### src/rtl/lfp_pkg.sv
// lfp_pkg: shared types, character codes, result codes and the code decoder
// for the length-prefixed frame parser. No dependencies.

package lfp_pkg;

   localparam int LEN_W             = 17;
   localparam int CNT_W             = 4;
   localparam int LENGTH_DIGITS_MAX = 15;
   localparam int PROD_W            = LEN_W + 4;

   localparam logic [LEN_W-1:0] MAX_BODY_RESET = LEN_W'(99999);

   localparam logic [7:0] CHAR_PIPE = 8'h7C;
   localparam logic [7:0] CHAR_ONE  = 8'h31;
   localparam logic [7:0] CHAR_ZERO = 8'h30;
   localparam logic [7:0] CHAR_NINE = 8'h39;

   localparam logic [23:0] CODE_NAM = 24'h4E414D;
   localparam logic [23:0] CODE_SET = 24'h534554;
   localparam logic [23:0] CODE_WHO = 24'h57484F;
   localparam logic [23:0] CODE_MSG = 24'h4D5347;

   // message codes as reported on the result channel
   localparam logic [1:0] MSG_NAM = 2'd0;
   localparam logic [1:0] MSG_SET = 2'd1;
   localparam logic [1:0] MSG_WHO = 2'd2;
   localparam logic [1:0] MSG_MSG = 2'd3;

   localparam logic [1:0] KIND_CONTENT = 2'd0;
   localparam logic [1:0] KIND_ACCEPT  = 2'd1;
   localparam logic [1:0] KIND_REJECT  = 2'd2;

   localparam logic [2:0] CAUSE_NONE      = 3'd0;
   localparam logic [2:0] CAUSE_VER_POS   = 3'd1;
   localparam logic [2:0] CAUSE_VER_CHAR  = 3'd2;
   localparam logic [2:0] CAUSE_CODE_LEN  = 3'd3;
   localparam logic [2:0] CAUSE_CODE_UNK  = 3'd4;
   localparam logic [2:0] CAUSE_LEN_DIGIT = 3'd5;
   localparam logic [2:0] CAUSE_LEN_LARGE = 3'd6;
   localparam logic [2:0] CAUSE_BAD_BODY  = 3'd7;

   typedef enum logic [3:0] {
      PH_VERSION = 4'b0001,
      PH_CODE    = 4'b0010,
      PH_LENGTH  = 4'b0100,
      PH_BODY    = 4'b1000
   } phase_type;

   typedef struct packed {
      logic             digit_bad;
      logic             overflow;
      logic [LEN_W-1:0] acc;
   } len_next_type;

   typedef struct packed {
      logic       known;
      logic [1:0] code;
   } msg_code_type;

   function automatic msg_code_type decode_code(input logic [23:0] bytes,
                                                input logic len_bad);
      msg_code_type r;
      r.known = 1'b1;
      r.code  = MSG_NAM;
      if (len_bad) begin
         r.known = 1'b0;
      end else if (bytes == CODE_NAM) begin
         r.code = MSG_NAM;
      end else if (bytes == CODE_SET) begin
         r.code = MSG_SET;
      end else if (bytes == CODE_WHO) begin
         r.code = MSG_WHO;
      end else if (bytes == CODE_MSG) begin
         r.code = MSG_MSG;
      end else begin
         r.known = 1'b0;
      end
      return r;
   endfunction

endpackage

### src/rtl/length_prefixed_frame_parser_core.sv
// length_prefixed_frame_parser_core: top level of the frame parser.
// Depends on lfp_pkg and lfp_length_digit.
//
// Usage:
//   req_ channel carries one stream byte per transfer (req_rx_byte) and a
//   restart flag (req_restart) that returns the parser to frame start and
//   drops the byte. rsp_ channel gives at most one result per byte: a body
//   content byte with its field index, a frame accept, or a frame reject with
//   its cause. csr_ channel writes the largest accepted body length; it is
//   always ready and should only be written while no result is pending.
//   Throughput: one byte per cycle while req_ready is high. A byte is parsed in
//   the cycle it is taken and its result sits in the output register from the
//   next cycle. The single output register sets the rate: req_ready is high
//   while that register is empty or being drained, so a stalled receiver holds
//   off the sender only while a result is waiting.
//   Bytes that give no result pass straight through with no rsp_ transfer.
//   After a reject the parser stays silent until a restart transfer.
//   Reset (synchronous) empties the output register, returns to frame start
//   and restores the maximum body length to 99999.

module length_prefixed_frame_parser_core
   import lfp_pkg::*;
(
   input  logic             clock,
   input  logic             reset,
   input  logic             req_valid,
   output logic             req_ready,
   input  logic [7:0]       req_rx_byte,
   input  logic             req_restart,
   output logic             rsp_valid,
   input  logic             rsp_ready,
   output logic [1:0]       rsp_out_kind,
   output logic [7:0]       rsp_out_byte,
   output logic [1:0]       rsp_field_index,
   output logic [1:0]       rsp_message_code,
   output logic [2:0]       rsp_reject_cause,
   input  logic             csr_valid,
   output logic             csr_ready,
   input  logic [LEN_W-1:0] csr_max_body_length
);

   logic [LEN_W-1:0] max_len_ff;

   phase_type        phase_ff, phase_in;
   logic [CNT_W-1:0] cnt_ff, cnt_in;
   logic [23:0]      code_ff, code_in;
   logic [LEN_W-1:0] acc_ff, acc_in;
   logic             ovf_ff, ovf_in;
   logic [LEN_W-1:0] remain_ff, remain_in;
   logic [1:0]       sep_ff, sep_in;
   logic             halted_ff, halted_in;
   logic             ver_pos_bad_ff, ver_pos_bad_in;
   logic             ver_char_bad_ff, ver_char_bad_in;
   logic             first_one_ff, first_one_in;
   logic             code_len_bad_ff, code_len_bad_in;
   logic             len_bad_ff, len_bad_in;

   logic             out_valid_ff, out_valid_in;
   logic [1:0]       out_kind_ff, out_kind_in;
   logic [7:0]       out_byte_ff, out_byte_in;
   logic [1:0]       out_field_ff, out_field_in;
   logic [1:0]       out_code_ff, out_code_in;
   logic [2:0]       out_cause_ff, out_cause_in;

   logic             req_xfer;
   logic             is_pipe;
   logic             len_bad_eff;
   logic             is_msg;
   msg_code_type     dec;
   len_next_type     len_next;

   assign req_ready = !out_valid_ff || rsp_ready;
   assign req_xfer  = req_valid && req_ready;
   assign csr_ready = 1'b1;

   assign rsp_valid        = out_valid_ff;
   assign rsp_out_kind     = out_kind_ff;
   assign rsp_out_byte     = out_byte_ff;
   assign rsp_field_index  = out_field_ff;
   assign rsp_message_code = out_code_ff;
   assign rsp_reject_cause = out_cause_ff;

   lfp_length_digit u_digit (
      .acc      (acc_ff),
      .overflow (ovf_ff),
      .rx_byte  (req_rx_byte),
      .max_len  (max_len_ff),
      .next     (len_next)
   );

   assign is_pipe     = (req_rx_byte == CHAR_PIPE);
   assign dec         = decode_code(code_ff, code_len_bad_ff);
   assign is_msg      = dec.known && (dec.code == MSG_MSG);
   assign len_bad_eff = len_bad_ff || (cnt_ff == '0);

   always_comb begin
      phase_in        = phase_ff;
      cnt_in          = cnt_ff;
      code_in         = code_ff;
      acc_in          = acc_ff;
      ovf_in          = ovf_ff;
      remain_in       = remain_ff;
      sep_in          = sep_ff;
      halted_in       = halted_ff;
      ver_pos_bad_in  = ver_pos_bad_ff;
      ver_char_bad_in = ver_char_bad_ff;
      first_one_in    = first_one_ff;
      code_len_bad_in = code_len_bad_ff;
      len_bad_in      = len_bad_ff;

      // output register drains on a transfer, reloads below
      out_valid_in = out_valid_ff && !rsp_ready;
      out_kind_in  = out_kind_ff;
      out_byte_in  = out_byte_ff;
      out_field_in = out_field_ff;
      out_code_in  = out_code_ff;
      out_cause_in = out_cause_ff;

      if (req_xfer) begin
         // prepare a result template; loaded only where out_valid_in is set
         out_kind_in  = KIND_REJECT;
         out_byte_in  = 8'h00;
         out_field_in = 2'd0;
         out_code_in  = dec.known ? dec.code : MSG_NAM;
         out_cause_in = CAUSE_NONE;

         if (req_restart) begin
            halted_in = 1'b0;
         end
         if (req_restart || (phase_ff == PH_BODY && !halted_ff && remain_ff <= LEN_W'(1)
                             && is_pipe && !(is_msg && sep_ff < 2'd2))) begin
            // frame start
            phase_in        = PH_VERSION;
            cnt_in          = '0;
            code_in         = '0;
            acc_in          = '0;
            ovf_in          = 1'b0;
            remain_in       = '0;
            sep_in          = 2'd0;
            ver_pos_bad_in  = 1'b0;
            ver_char_bad_in = 1'b0;
            first_one_in    = 1'b0;
            code_len_bad_in = 1'b0;
            len_bad_in      = 1'b0;
         end

         if (!req_restart && !halted_ff) begin
            case (phase_ff)
               PH_VERSION: begin
                  if (is_pipe) begin
                     ver_pos_bad_in  = (cnt_ff != CNT_W'(1));
                     ver_char_bad_in = !first_one_ff;
                     cnt_in          = '0;
                     phase_in        = PH_CODE;
                  end else begin
                     if (cnt_ff == '0) begin
                        first_one_in = (req_rx_byte == CHAR_ONE);
                     end
                     if (cnt_ff < CNT_W'(2)) begin
                        cnt_in = cnt_ff + CNT_W'(1);
                     end
                  end
               end
               PH_CODE: begin
                  if (is_pipe) begin
                     code_len_bad_in = (cnt_ff != CNT_W'(3));
                     cnt_in          = '0;
                     phase_in        = PH_LENGTH;
                  end else begin
                     code_in = {code_ff[15:0], req_rx_byte};
                     if (cnt_ff < CNT_W'(4)) begin
                        cnt_in = cnt_ff + CNT_W'(1);
                     end
                  end
               end
               PH_LENGTH: begin
                  if (!is_pipe) begin
                     acc_in = len_next.acc;
                     ovf_in = len_next.overflow;
                     if (len_next.digit_bad) begin
                        len_bad_in = 1'b1;
                     end
                     if (cnt_ff >= CNT_W'(LENGTH_DIGITS_MAX)) begin
                        len_bad_in = 1'b1;
                     end else begin
                        cnt_in = cnt_ff + CNT_W'(1);
                     end
                  end else begin
                     len_bad_in   = len_bad_eff;
                     out_valid_in = 1'b1;
                     halted_in    = 1'b1;
                     // header checks in priority order
                     if (ver_pos_bad_ff) begin
                        out_cause_in = CAUSE_VER_POS;
                     end else if (len_bad_eff) begin
                        out_cause_in = CAUSE_LEN_DIGIT;
                     end else if (ovf_ff) begin
                        out_cause_in = CAUSE_LEN_LARGE;
                     end else if (ver_char_bad_ff) begin
                        out_cause_in = CAUSE_VER_CHAR;
                     end else if (code_len_bad_ff) begin
                        out_cause_in = CAUSE_CODE_LEN;
                     end else if (!dec.known) begin
                        out_cause_in = CAUSE_CODE_UNK;
                     end else if (acc_ff == '0) begin
                        out_cause_in = CAUSE_BAD_BODY;
                     end else begin
                        out_valid_in = out_valid_ff && !rsp_ready;
                        halted_in    = 1'b0;
                        remain_in    = acc_ff;
                        sep_in       = 2'd0;
                        phase_in     = PH_BODY;
                     end
                  end
               end
               PH_BODY: begin
                  if (remain_ff <= LEN_W'(1)) begin
                     out_valid_in = 1'b1;
                     if (!is_pipe || (is_msg && sep_ff < 2'd2)) begin
                        out_cause_in = CAUSE_BAD_BODY;
                        halted_in    = 1'b1;
                     end else begin
                        out_kind_in = KIND_ACCEPT;
                     end
                  end else begin
                     remain_in = remain_ff - LEN_W'(1);
                     if (is_msg && is_pipe && sep_ff < 2'd2) begin
                        // field separator, not content
                        sep_in = sep_ff + 2'd1;
                     end else begin
                        out_valid_in = 1'b1;
                        out_kind_in  = KIND_CONTENT;
                        out_byte_in  = req_rx_byte;
                        out_field_in = is_msg ? sep_ff : 2'd0;
                     end
                  end
               end
               default: begin
                  phase_in = PH_VERSION;
               end
            endcase
         end
      end
   end

   always_ff @(posedge clock) begin
      if (reset) begin
         max_len_ff <= MAX_BODY_RESET;
      end else if (csr_valid && csr_ready) begin
         max_len_ff <= csr_max_body_length;
      end
   end

   always_ff @(posedge clock) begin
      if (reset) begin
         phase_ff        <= PH_VERSION;
         cnt_ff          <= '0;
         code_ff         <= '0;
         acc_ff          <= '0;
         ovf_ff          <= 1'b0;
         remain_ff       <= '0;
         sep_ff          <= 2'd0;
         halted_ff       <= 1'b0;
         ver_pos_bad_ff  <= 1'b0;
         ver_char_bad_ff <= 1'b0;
         first_one_ff    <= 1'b0;
         code_len_bad_ff <= 1'b0;
         len_bad_ff      <= 1'b0;
         out_valid_ff    <= 1'b0;
      end else begin
         phase_ff        <= phase_in;
         cnt_ff          <= cnt_in;
         code_ff         <= code_in;
         acc_ff          <= acc_in;
         ovf_ff          <= ovf_in;
         remain_ff       <= remain_in;
         sep_ff          <= sep_in;
         halted_ff       <= halted_in;
         ver_pos_bad_ff  <= ver_pos_bad_in;
         ver_char_bad_ff <= ver_char_bad_in;
         first_one_ff    <= first_one_in;
         code_len_bad_ff <= code_len_bad_in;
         len_bad_ff      <= len_bad_in;
         out_valid_ff    <= out_valid_in;
      end
   end

   // result payload, loaded only with a new result
   always_ff @(posedge clock) begin
      if (out_valid_in && !(out_valid_ff && !rsp_ready)) begin
         out_kind_ff  <= out_kind_in;
         out_byte_ff  <= out_byte_in;
         out_field_ff <= out_field_in;
         out_code_ff  <= out_code_in;
         out_cause_ff <= out_cause_in;
      end
   end

endmodule

### src/rtl/lfp_length_digit.sv
// lfp_length_digit: folds one length character into the decimal accumulator,
// with the sticky overflow against the configured maximum. Uses lfp_pkg.

module lfp_length_digit
   import lfp_pkg::*;
(
   input  logic [LEN_W-1:0] acc,
   input  logic             overflow,
   input  logic [7:0]       rx_byte,
   input  logic [LEN_W-1:0] max_len,
   output len_next_type     next
);

   logic [PROD_W-1:0] prod;
   logic [PROD_W-1:0] sum;
   logic [3:0]        digit;

   always_comb begin
      // low nibble of an ascii digit is its value
      digit = rx_byte[3:0];
      // times ten as two shifts and an add
      prod  = {1'b0, acc, 3'b000} + {3'b000, acc, 1'b0};
      sum   = prod + PROD_W'(digit);

      next.digit_bad = 1'b0;
      next.overflow  = overflow;
      next.acc       = acc;
      if (rx_byte < CHAR_ZERO || rx_byte > CHAR_NINE) begin
         next.digit_bad = 1'b1;
      end else if (sum > PROD_W'(max_len)) begin
         next.overflow = 1'b1;
      end else if (!overflow) begin
         next.acc = sum[LEN_W-1:0];
      end
   end

endmodule
### config.mk
export PLATFORM = sky130hd
export DESIGN_NAME = length_prefixed_frame_parser_core
export DESIGN_NICKNAME = d
export VERILOG_FILES = /design/src/rtl/lfp_pkg.sv /design/src/rtl/length_prefixed_frame_parser_core.sv /design/src/rtl/lfp_length_digit.sv
export SDC_FILE = /design/constraint.sdc
export NUM_CORES = 1
export LEC_CHECK = 0
export ABC_AREA = 1
export BUFFER_PORTS_ARGS = -buffer_cell sky130_fd_sc_hd__buf_4
export CORE_MARGIN = 5
export CORE_UTILIZATION = 45
export DETAILED_ROUTE_END_ITERATION = 12
export PLACE_DENSITY_LB_ADDON = 0.08
export SLEW_MARGIN = 25
export SYNTH_ARGS = -nofsm -noshare
export SYNTH_HDL_FRONTEND = slang
export SYNTH_HIERARCHICAL = 1
export SYNTH_SLANG_ARGS = --single-unit
### constraint.sdc
create_clock -name clock -period 4.7 [get_ports clock]
set_input_delay 0.235 -clock clock [delete_from_list [all_inputs] [get_ports clock]]
set_output_delay 0.235 -clock clock [all_outputs]
set_load 0.05 [all_outputs]
==> results of run 1 <==
where the power goes:
| part | switching [mW] | internal [mW] | total, mW |
|---|---|---|---|
| clock network | 0.408 | 0.368 | 0.776 |
| logic | 0.231 | 0.117 | 0.347 |
| registers | 0.0265 | 0.975 | 1.00 |
stage by stage:
step	hold slack, ns	power [mW]
after floorplan	0.357	1.26
after global placement	0.444	1.37
after detailed placement	0.450	1.37
after CTS	0.0660	2.14
after global routing	0.0760	2.22
final	0.0744	2.12
per-layer routing:
layer | up-vias | wire (um) | global-route usage
met2 | 237 | 11600 | 0.380
met5 | - | 0 | 0
met3 | 33 | 1380 | 0.0380
li1 | 4588 | - | -
met4 | 0 | 431 | 0.0563
met1 | 4123 | 12200 | 0.322
cells by family after synthesis:
logic type | count (synthesis) | synth area share
and+or+nand+nor | 805 | 0.410
buffers and inverters | 209 | 0.0948
AOI/OAI and AO/OA | 187 | 0.119
DFF | 110 | 0.273
adders and majority gates | 57 | 0.0838
xor gates and xnor gates | 19 | 0.0191
other | 1 | 0.000431
registers in the layout, indices dropped and copies added, names as in the netlist:
register and cells:
acc_ff 17, cnt_ff 4, code_ff 24, code_len_bad_ff 1
first_one_ff 1, halted_ff 1, len_bad_ff 1, max_len_ff 17
ovf_ff 1, phase_ff 4, remain_ff 17, rsp_field_index 2
rsp_message_code 2, rsp_out_byte 8, rsp_out_kind 2, rsp_reject_cause 3
rsp_valid 1, sep_ff 2, ver_char_bad_ff 1, ver_pos_bad_ff 1
synthesized netlist by cell type (2+ instances only):
library cell	n
o211ai_1	2
o22ai_1	10
o21ai_0	55
a31oi_1	18
clkinv_1	3
buf_2	8
nand2_1	442
nor3_4	2
a21oi_2	3
nand3_4	2
nand2_2	8
and2_1	6
nor2_2	11
inv_2	10
fa_1	2
clkbuf_1	24
nor2_1	133
inv_1	156
nor3_1	27
o21ai_1	4
xor2_1	18
or2_2	3
dfxtp_1	93
a21oi_1	84
o31ai_1	2
buf_4	6
nand4_1	31
nand3_2	6
nand3_1	115
nand2_4	2
edfxtp_1	17
nor3b_1	2
nand3b_1	3
nor4_1	3
ha_1	55
a221oi_1	2
nor2_4	6
worst max-delay path by stage:
| stage | start | end | slack, ns | cells past startpoint |
|---|---|---|---|---|
| global placement | acc_ff[0]$_SDFFE_PP0P_ | acc_ff[14]$_SDFFE_PP0P_ | 0.78 | 23 |
| finish | acc_ff[0]$_SDFFE_PP0P_ | acc_ff[5]$_SDFFE_PP0P_ | 0.56 | 23 |
| global route | acc_ff[0]$_SDFFE_PP0P_ | acc_ff[15]$_SDFFE_PP0P_ | 0.05 | 23 |
| CTS | acc_ff[0]$_SDFFE_PP0P_ | acc_ff[1]$_SDFFE_PP0P_ | 0.59 | 23 |
| detailed placement | acc_ff[0]$_SDFFE_PP0P_ | acc_ff[13]$_SDFFE_PP0P_ | 0.63 | 23 |
| floorplan | acc_ff[1]$_SDFFE_PP0P_ | acc_ff[10]$_SDFFE_PP0P_ | 1.08 | 21 |
worst reg2reg max path, stage by stage (launching register included):
cell	delay [ns]
dfxtp_1	0.41
fa_1	0.45
ha_1	0.38
nand2_1	0.14
nand2_1	0.06
nand2_1	0.05
nand2_1	0.05
nand2_1	0.05
nand3_1	0.11
or2_2	0.31
and2_1	0.15
ha_1	0.29
nand4_1	0.13
nor3_1	0.21
o21ai_0	0.14
nand2_1	0.08
nand2_1	0.04
nand2_1	0.06
nand2_1	0.27
nand3_4	0.32
nand2_1	0.09
nand2_1	0.06
nand2_1	0.05
a31oi_1	0.18
layout make-up:
| class | count | area, um2 |
|---|---|---|
| Inverter | 169 | 634 |
| Clock inverter | 7 | 61.3 |
| Fill cell | 2063 | 9330 |
| Clock buffer | 9 | 225 |
| Multi-Input combinational cell | 1069 | 5500 |
| Sequential cell | 110 | 2370 |
| Tap cell | 260 | 325 |
| Timing Repair Buffer | 59 | 443 |
==> reports/metrics.yaml, run 1 <==
clocking:
  htreeDepth: 3
  cts_tree: "built"
  clock_latency_ns: 0.37
  cts-root-buf: "clkbuf_16"
  cts.sinks: 110
  cts_setup_buffers: 0
  postCtsHoldBufs: 0
  clk_pin_slew_ns: 0.08
  cts.path.max_buffers: 2
  post_cts_resized: 0
  cts_made_buffers: 9
yosys:
  postSynth.asyncResetShare: 0
  synth.largest_area_cell: "dfxtp_1"
  yosysUniqueCellTypes: 51
  netlist.area_leader.share: 0.214
  ys_seq_area_frac: 0.273
  ys_ff_latch: 110
  synthesis.nets: 1476
  syn_area_mm2: 0.00869
  avgSynthCellArea_um2: 6.26
  synthFlopType: "dfxtp_1"
  synth_edf_count: 17
  ys_warn_count: 6
  synth.area.top_cells: "dfxtp_1 (21%), nand2_1 (19%), ha_1 (7.9%)"
  syn_inst: 1388
min_path:
  hold_depth: 3
  holdPathEnd: "max_len_ff[3]$_SDFFE_PP1P_"
  hold_path.class: "input port to register"
  min_from: "csr_max_body_length[3]"
placement:
  placed_area_mm2: 0.00927
  post-dp-hpwl_um: 19000
  portBuffers: 49
  place_ws_ns: 0.627
  placedCellCount: 1667
  gp_congestion: 0.889
grt:
  grt_pass1_vias: 8251
  grt_max_degree: 56
  grt_overflow_total: 0
  grt.total_usage: 0.233
  grt_pass1_wl_um: 42300
  grt_antenna_before_repair: 0
worst_setup_path:
  cp_top_family: "simple AND/OR/NAND/NOR gates"
  critPathBufInv: 0
  required_ns: 5.00
  critPathMaxStageDelay_ns: 0.45
  crit_path_frequent_cell: "nand2_1"
  cp_slowest_cell: "fa_1"
  worstSetupPathType: "register to register"
  crit_chain: "fa_1 > ha_1 > nand2_1 > nand2_1 > nand2_1 > nand2_1 > nand2_1 > nand3_1 > or2_2 > and2_1 > ha_1 > nand4_1 > nor3_1 > o21ai_0 > nand2_1 > nand2_1 > nand2_1 > nand2_1 > nand3_4 > nand2_1 > nand2_1 > nand2_1 > a31oi_1"
  critical_path.endpoint_type: "register"
  r2r_cells: 23
  ff2ff_setup_slack_ns: 0.56
  cp_max_fo: 16
  arrival_ns: 4.44
  r2r-end: "acc_ff[5]$_SDFFE_PP0P_"
  r2r-start: "acc_ff[0]$_SDFFE_PP0P_"
  crit_path_start_kind: "register"
cells_and_area:
  final_cell_mix: "nand2_1 (442), inv_1 (156), nor2_1 (133), nand3_1 (115), dfxtp_1 (93)"
  num_antenna_cells: 0
  fin_util: 0.506
  final_common_cell: "nand2_1"
  postLayoutCellArea_mm2: 0.00956
  final_nets: 1506
  syn2layout_area_growth_pct: 9.94
  layoutNonFillerInstCount: 1683
  drive_gt1_frac: 0.0935
sta:
  drv_slew: 0
  setup_viol: 0
  finalWorstSetupSlack_ns: 0.555
  max_slew_margin: 0.404
  fin_skew_ns: 0.0141
  fin_crit_ns: 4.14
  hold_viol: 0
  rsz0062_at_grt: "false"
  worst_pin_slew_ns: 0.884
  fin_crit_sh: 0.882
  fmax_mhz: 241
  fin_tns_setup_ns: 0
floorplan:
  ios: 51
  core.rowCount: 50
  die_area_mm2: 0.0222
  start_util: 0.460
  die_x_um: 149
  die_h_um: 149
  core_area_mm2: 0.0189
power:
  cellLeakagePower_nw: 4.41
  cellPowerDensity_mw_per_mm2: 222
  peakVddDrop_mv: 0.167
route:
  drtIter0Drc: 681
  antenna_left: 0
  drc: 0
  vias: 8981
  postRouteWirelength_um: 25600
  wl_per_cell_um: 15.2
  viasPerCell: 5.34
  firstDrtPassIters: 6
run_status:
  status: "finished clean"
run:
  maxCapViolCount: 0
No activity file was read; power rests on OpenSTA's default activity.
==> run 2, diff against run 1 <==
--- a/config.mk
+++ b/config.mk
@@ -14,5 +14,4 @@
 export SLEW_MARGIN = 25
 export SYNTH_ARGS = -nofsm -noshare
 export SYNTH_HDL_FRONTEND = slang
-export SYNTH_HIERARCHICAL = 1
 export SYNTH_SLANG_ARGS = --single-unit
==> reports/metrics.yaml, run 2 <==
run_status:
  status: "finished clean"
yosys:
  ys_ff_latch: 110  # unchanged
  yosysUniqueCellTypes: 50  # -2.0%
  postSynth.asyncResetShare: 0  # unchanged
  syn_inst: 1215  # -12%
  synth_edf_count: 17  # unchanged
  synth.area.top_cells: "dfxtp_1 (23%), nand2_1 (14%), ha_1 (8.6%)"
  synthFlopType: "dfxtp_1"
  netlist.area_leader.share: 0.234  # +0.0196
  synth.largest_area_cell: "dfxtp_1"
  ys_warn_count: 0  # -6
  synthTopCellsByCount: "nand2_1 (291), inv_1 (143), nor2_1 (130)"
  synth.most_common_cell: "nand2_1"
  ys_seq_area_frac: 0.298  # +0.0250
  syn_area_mm2: 0.00796  # -8.4%
  avgSynthCellArea_um2: 6.55  # +4.6%
  synthesis.nets: 1303  # -12%
worst_setup_path:
  r2r-start: "acc_ff[2]$_SDFFE_PP0P_"
  required_ns: 4.99  # about the same
  worstSetupPathType: "register to register"
  startpoint: "acc_ff[2]$_SDFFE_PP0P_"
  critical_path.endpoint_type: "register"
  arrival_ns: 4.42  # -0.02 ns
  cp_max_fo: 10  # -6
  crit_path_start_kind: "register"
route:
  postRouteWirelength_um: 23200  # -9.5%
  drtIter0Drc: 682  # +0.15%
  firstDrtPassIters: 6  # unchanged
  viasPerCell: 5.38  # +0.74%
  drc: 0  # unchanged
  antenna_left: 0  # unchanged
  wl_per_cell_um: 15.7  # +3.1%
  vias: 7940  # -12%
floorplan:
  die_h_um: 143  # -4.0%
  die_area_mm2: 0.0205  # -7.9%
  core_area_mm2: 0.0174  # -8.1%
  ios: 51  # unchanged
  start_util: 0.459  # -0.00136
  core.rowCount: 48  # -4.0%
  die_x_um: 143  # -4.0%
sta:
  fin_tns_setup_ns: 0  # unchanged
  fin_crit_sh: 0.878  # -0.00350
  holdWs_ns: 0.0777  # +0.00330 ns
  fin_crit_ns: 4.13  # -0.0165 ns
  rsz0062_at_grt: "false"
  fmax_mhz: 242  # +0.40%
  worst_pin_slew_ns: 0.868  # -0.0165 ns
  fin_skew_ns: 0.00888  # -0.00524 ns
  setup_viol: 0  # unchanged
  hold_viol: 0  # unchanged
  drv_slew: 0  # unchanged
  max_slew_margin: 0.419  # +0.0151
grt:
  grt_antenna_before_repair: 0  # unchanged
  grt_max_degree: 56  # unchanged
  grt_pass1_wl_um: 38200  # -9.6%
  grt_pass1_vias: 7374  # -11%
  grt.total_usage: 0.232  # -0.00122
  grt_overflow_total: 0  # unchanged
cells_and_area:
  syn2layout_area_growth_pct: 10.4
  largest_reg_flops: 24  # unchanged
  largest-register: "code_ff"
  fin_util: 0.507  # +0.000672
  num_antenna_cells: 0  # unchanged
  drive_gt1_frac: 0.102  # +0.00877
  final_common_cell: "nand2_1"
  final_cell_mix: "nand2_1 (290), inv_1 (143), nor2_1 (130), a21oi_1 (97), dfxtp_1 (93)"
  fillers: 1839  # -11%
  final_nets: 1335  # -11%
power:
  cellPowerDensity_mw_per_mm2: 243  # +9.2%
  cellLeakagePower_nw: 3.99  # -9.6%
  peakVddDrop_mv: 0.186  # +11%
  power.total_mw: 2.13  # +0.41%
min_path:
  min_from: "csr_max_body_length[16]"
  hold_path.class: "input port to register"
clocking:
  clock_latency_ns: 0.36  # about the same
  post_cts_resized: 0  # unchanged
  cts_setup_buffers: 0  # unchanged
  cts_tree: "built"
  postCtsHoldBufs: 0  # unchanged
  cts.sinks: 110  # unchanged
  htreeDepth: 3  # unchanged
  clk_pin_slew_ns: 0.08  # about the same
  cts_made_buffers: 9  # unchanged
  cts-root-buf: "clkbuf_16"
  cts.path.max_buffers: 2  # unchanged
placement:
  portBuffers: 49  # unchanged
  gp_congestion: 0.973  # +9.5%
  post-dp-hpwl_um: 17400  # -8.5%
run:
  maxCapViolCount: 0  # unchanged
[run 2: worst paths after layout]
path,end,slack [ns],cells past startpoint
setup / recovery,acc_ff[7]$_SDFFE_PP0P_,0.57,27
hold / removal,max_len_ff[16]$_SDFFE_PP1P_,0.08,3
setup reg to reg,acc_ff[7]$_SDFFE_PP0P_,0.57,27
hold reg to reg,max_len_ff[6]$_SDFFE_PP0P_,0.47,2
[run 2: power by group]
part / leakage [nW] / switching, mW / internal, mW
clock: 0.147 / 0.404 / 0.427
combinational: 2.88 / 0.202 / 0.0976
sequential: 0.955 / 0.0244 / 0.978
total: 3.99 / 0.631 / 1.50
[run 2: cells by family (layout without fill, tap and decap cells)]
group                      count (synthesis)  in the layout  synth area share
AOI/OAI and AO/OA                        238            238             0.161
other                                      1              1          0.000471
and+or+nand+nor                          583            583             0.319
xor gates and xnor gates                  25             25            0.0275
buffers and inverters                    201            238             0.103
adders and majority gates                 57             57            0.0914
DFF                                      110            110             0.298
[run 2: layout make-up]
type / instances / area [um2] / share of cell area
Sequential cell: 110 / 2370 / 0.270
Clock buffer: 9 / 225 / 0.0256
Inverter: 167 / 633 / 0.0720
Timing Repair Buffer: 55 / 413 / 0.0470
Multi-Input combinational cell: 904 / 4780 / 0.543
Clock inverter: 7 / 90.1 / 0.0102
Tap cell: 225 / 282 / 0.0320
[run 2: per-layer routing]
| layer | part of all wire | wire length (um) | GRT usage |
|---|---|---|---|
| met3 | 0.054 | 1260 | 0.0355 |
| met1 | 0.46 | 10700 | 0.314 |
| met2 | 0.47 | 10800 | 0.388 |
| met5 | 0 | 0 | 0 |
| met4 | 0.016 | 376 | 0.0565 |
[run 2: through the flow]
stage | setup slack, ns | instances | area (um2)
3_5_place_dp | 0.438 | 1461 | 8470
4_1_cts | 0.453 | 1477 | 8790
2_1_floorplan | 1.03 | 1215 | 7960
6_report | 0.572 | 1477 | 8790
5_1_grt | 0.0331 | 1477 | 8790
3_3_place_gp | 0.560 | 1461 | 8470
[run 2: critical path: stages (launching register included)]
cell and delay [ns]:
dfxtp_1 0.36, inv_1 0.11, fa_1 0.49, inv_1 0.07
fa_1 0.46, nand3_1 0.09, nand2_1 0.11, a21oi_1 0.16
o21bai_1 0.11, nand3_1 0.10, nand2_1 0.07, xor2_1 0.17
inv_1 0.06, ha_1 0.28, nand2_1 0.06, inv_1 0.03
o21ai_0 0.12, nand2_1 0.07, nor2_1 0.11, nand2_1 0.06
nand2_1 0.06, nand2_1 0.05, a21oi_1 0.18, nand3_1 0.14
nand2_2 0.12, buf_4 0.19, nand3_1 0.08, a21oi_1 0.15
==> run 3, diff against run 2 <==
--- a/config.mk
+++ b/config.mk
@@ -6,9 +6,9 @@
 export NUM_CORES = 1
 export LEC_CHECK = 0
 export ABC_AREA = 1
-export BUFFER_PORTS_ARGS = -buffer_cell sky130_fd_sc_hd__buf_4
+export BUFFER_PORTS_ARGS = -buffer_cell sky130_fd_sc_hd__buf_2
 export CORE_MARGIN = 5
-export CORE_UTILIZATION = 45
+export CORE_UTILIZATION = 50
 export DETAILED_ROUTE_END_ITERATION = 12
 export PLACE_DENSITY_LB_ADDON = 0.08
 export SLEW_MARGIN = 25
==> constraint.sdc (replaced) <==
create_clock -name clock -period 4.7 [get_ports clock]
set_input_delay 0.235 -clock clock [delete_from_list [all_inputs] [get_ports clock]]
set_output_delay 0.235 -clock clock [all_outputs]
set_load 0.02 [all_outputs]
==> reports/metrics.yaml, run 3 (synthesis results as in run 2) <==
run_status:
  status: "finished clean"
worst_setup_path:
  r2r_cells: 27  # unchanged
  worstSetupPathType: "register to register"
  r2r-start: "acc_ff[2]$_SDFFE_PP0P_"
  arrival_ns: 4.46  # +0.04 ns
  critical_path.endpoint_type: "register"
  cp_max_fo: 24  # +14
  ff2ff_setup_slack_ns: 0.49  # -0.08 ns
  r2r-end: "acc_ff[0]$_SDFFE_PP0P_"
  crit_path_start_kind: "register"
  required_ns: 4.96  # -0.03 ns
min_path:
  hold_depth: 3  # unchanged
  hold_path.class: "input port to register"
  holdPathEnd: "max_len_ff[7]$_SDFFE_PP1P_"
  min_from: "csr_max_body_length[7]"
floorplan:
  die_h_um: 136  # -4.8%
  die_area_mm2: 0.0186  # -9.3%
  die_x_um: 136  # -4.8%
  start_util: 0.505  # +0.0462
  core_area_mm2: 0.0158  # -9.1%
  core.rowCount: 46  # -4.2%
  ios: 51  # unchanged
power:
  cellPowerDensity_mw_per_mm2: 245  # +0.85%
  cellLeakagePower_nw: 3.98  # -0.30%
  peakVddDrop_mv: 0.168  # -9.8%
grt:
  grt.total_usage: 0.247  # +0.0157
  grt_antenna_before_repair: 0  # unchanged
  grt_pass1_wl_um: 36900  # -3.5%
  grt_overflow_total: 0  # unchanged
  grt_max_degree: 56  # unchanged
  grt_pass1_vias: 7416  # +0.57%
sta:
  rsz0062_at_grt: "false"
  fmax_mhz: 238  # -1.8%
  worst_pin_slew_ns: 0.806  # -0.0620 ns
  fin_skew_ns: 0.00918  # +0.000302 ns
  fin_tns_setup_ns: 0  # unchanged
  fin_crit_ns: 4.21  # +0.0776 ns
  drv_slew: 0  # unchanged
  max_slew_margin: 0.461  # +0.0415
  setup_viol: 0  # unchanged
  fin_crit_sh: 0.895  # +0.0165
  hold_viol: 0  # unchanged
cells_and_area:
  final_cell_mix: "nand2_1 (291), inv_1 (143), nor2_1 (130), a21oi_1 (97), dfxtp_1 (93)"
  syn2layout_area_growth_pct: 8.83
  largest_reg_flops: 24  # unchanged
  num_antenna_cells: 0  # unchanged
  postLayoutCellArea_mm2: 0.00867  # -1.4%
  layoutNonFillerInstCount: 1470  # -0.47%
  fillers: 1662  # -9.6%
  drive_gt1_frac: 0.103  # +0.000634
  multi_input_area_mm2: 0.00477  # -0.16%
  final_common_cell: "nand2_1"
  seq_area_mm2: 0.00237  # unchanged
  final_nets: 1337  # +0.15%
  largest-register: "code_ff"
clocking:
  htreeDepth: 3  # unchanged
  clock_latency_ns: 0.36  # about the same
  cts_made_buffers: 9  # unchanged
  cts_tree: "built"
  cts-root-buf: "clkbuf_16"
  post_cts_resized: 0  # unchanged
  clk_pin_slew_ns: 0.08  # about the same
  postCtsHoldBufs: 0  # unchanged
  cts.path.max_buffers: 2  # unchanged
  cts_setup_buffers: 0  # unchanged
  cts.sinks: 110  # unchanged
placement:
  portBuffers: 49  # unchanged
  placed_area_mm2: 0.00835  # -1.4%
  post-dp-hpwl_um: 16800  # -3.2%
  placedCellCount: 1454  # -0.48%
  gp_congestion: 0.976  # +0.31%
run:
  maxCapViolCount: 0  # unchanged
route:
  drtIter0Drc: 687  # +0.73%
  wl_per_cell_um: 15.3  # -2.4%
  viasPerCell: 5.44  # +1.1%
  postRouteWirelength_um: 22500  # -2.9%
  vias: 7992  # +0.65%
  antenna_left: 0  # unchanged
  firstDrtPassIters: 6  # unchanged
  drc: 0  # unchanged
[run 3: changes by cell type in the layout (fill, tap and decap cells not counted)]
cell,before,now
inv_8,1,0
nand2_4,4,3
clkinv_4,1,3
nand2_1,290,291
buf_4,55,8
buf_2,0,49
inv_6,2,3
clkinvlp_4,2,0
[run 3: worst max path at each step]
stage,slack (ns),startpoint,end
floorplan,1.03,acc_ff[0]$_SDFFE_PP0P_,acc_ff[0]$_SDFFE_PP0P_
global placement,0.57,req_rx_byte[3],acc_ff[0]$_SDFFE_PP0P_
detailed placement,0.50,req_rx_byte[3],acc_ff[0]$_SDFFE_PP0P_
CTS,0.50,acc_ff[2]$_SDFFE_PP0P_,acc_ff[0]$_SDFFE_PP0P_
global route,0.02,acc_ff[2]$_SDFFE_PP0P_,acc_ff[15]$_SDFFE_PP0P_
finish,0.49,acc_ff[2]$_SDFFE_PP0P_,acc_ff[0]$_SDFFE_PP0P_
[run 3: per-stage QoR]
stage                     power, mW  utilization  setup slack (ns)  hold WS [ns]
after floorplan                1.23            -              1.03         0.357
after global placement         1.31        0.530             0.571         0.453
after detailed placement       1.31        0.530             0.504         0.454
after CTS                      2.13        0.550             0.501        0.0798
after global routing           2.21        0.550            0.0228        0.0928
final                          2.12        0.550             0.494        0.0875
[run 3: final cells by class]
class                      instances  area share
clock inverter                     7      0.0104
tap                              216      0.0312
clock buffer                       9      0.0260
multi-input combinational        904       0.550
sequential                       110       0.274
timing repair buffer              57      0.0352
inverter                         167      0.0730
[run 3: power by group]
part,switching [mW],internal [mW],total (mW)
Sequential,0.0244,0.978,1.00
Combinational,0.199,0.0919,0.291
Clock,0.400,0.427,0.827
Total,0.624,1.50,2.12
[run 3: worst max-delay path, stage by stage, from the launching register on]
cell      delay [ns]
dfxtp_1         0.36
inv_1           0.12
fa_1            0.49
inv_1           0.07
fa_1            0.46
nand3_1         0.09
nand2_1         0.10
a21oi_1         0.15
o21bai_1        0.10
nand3_1         0.10
nand2_1         0.07
xor2_1          0.18
inv_1           0.06
ha_1            0.28
nand2_1         0.06
inv_1           0.03
o21ai_0         0.13
nand2_1         0.07
nor2_1          0.12
nand2_1         0.06
nand2_1         0.06
nand2_1         0.05
a21oi_1         0.16
nand3_1         0.11
nand2_1         0.10
nand2_2         0.28
nor2_1          0.19
nor2_1          0.06
[run 3: routing by layer]
metal,vias to the layer above,GRT usage,share of wire
li1,4057,-,-
met1,3654,0.330,0.46
met2,236,0.411,0.46
met3,45,0.0366,0.054
met4,0,0.0812,0.026
met5,-,0,0
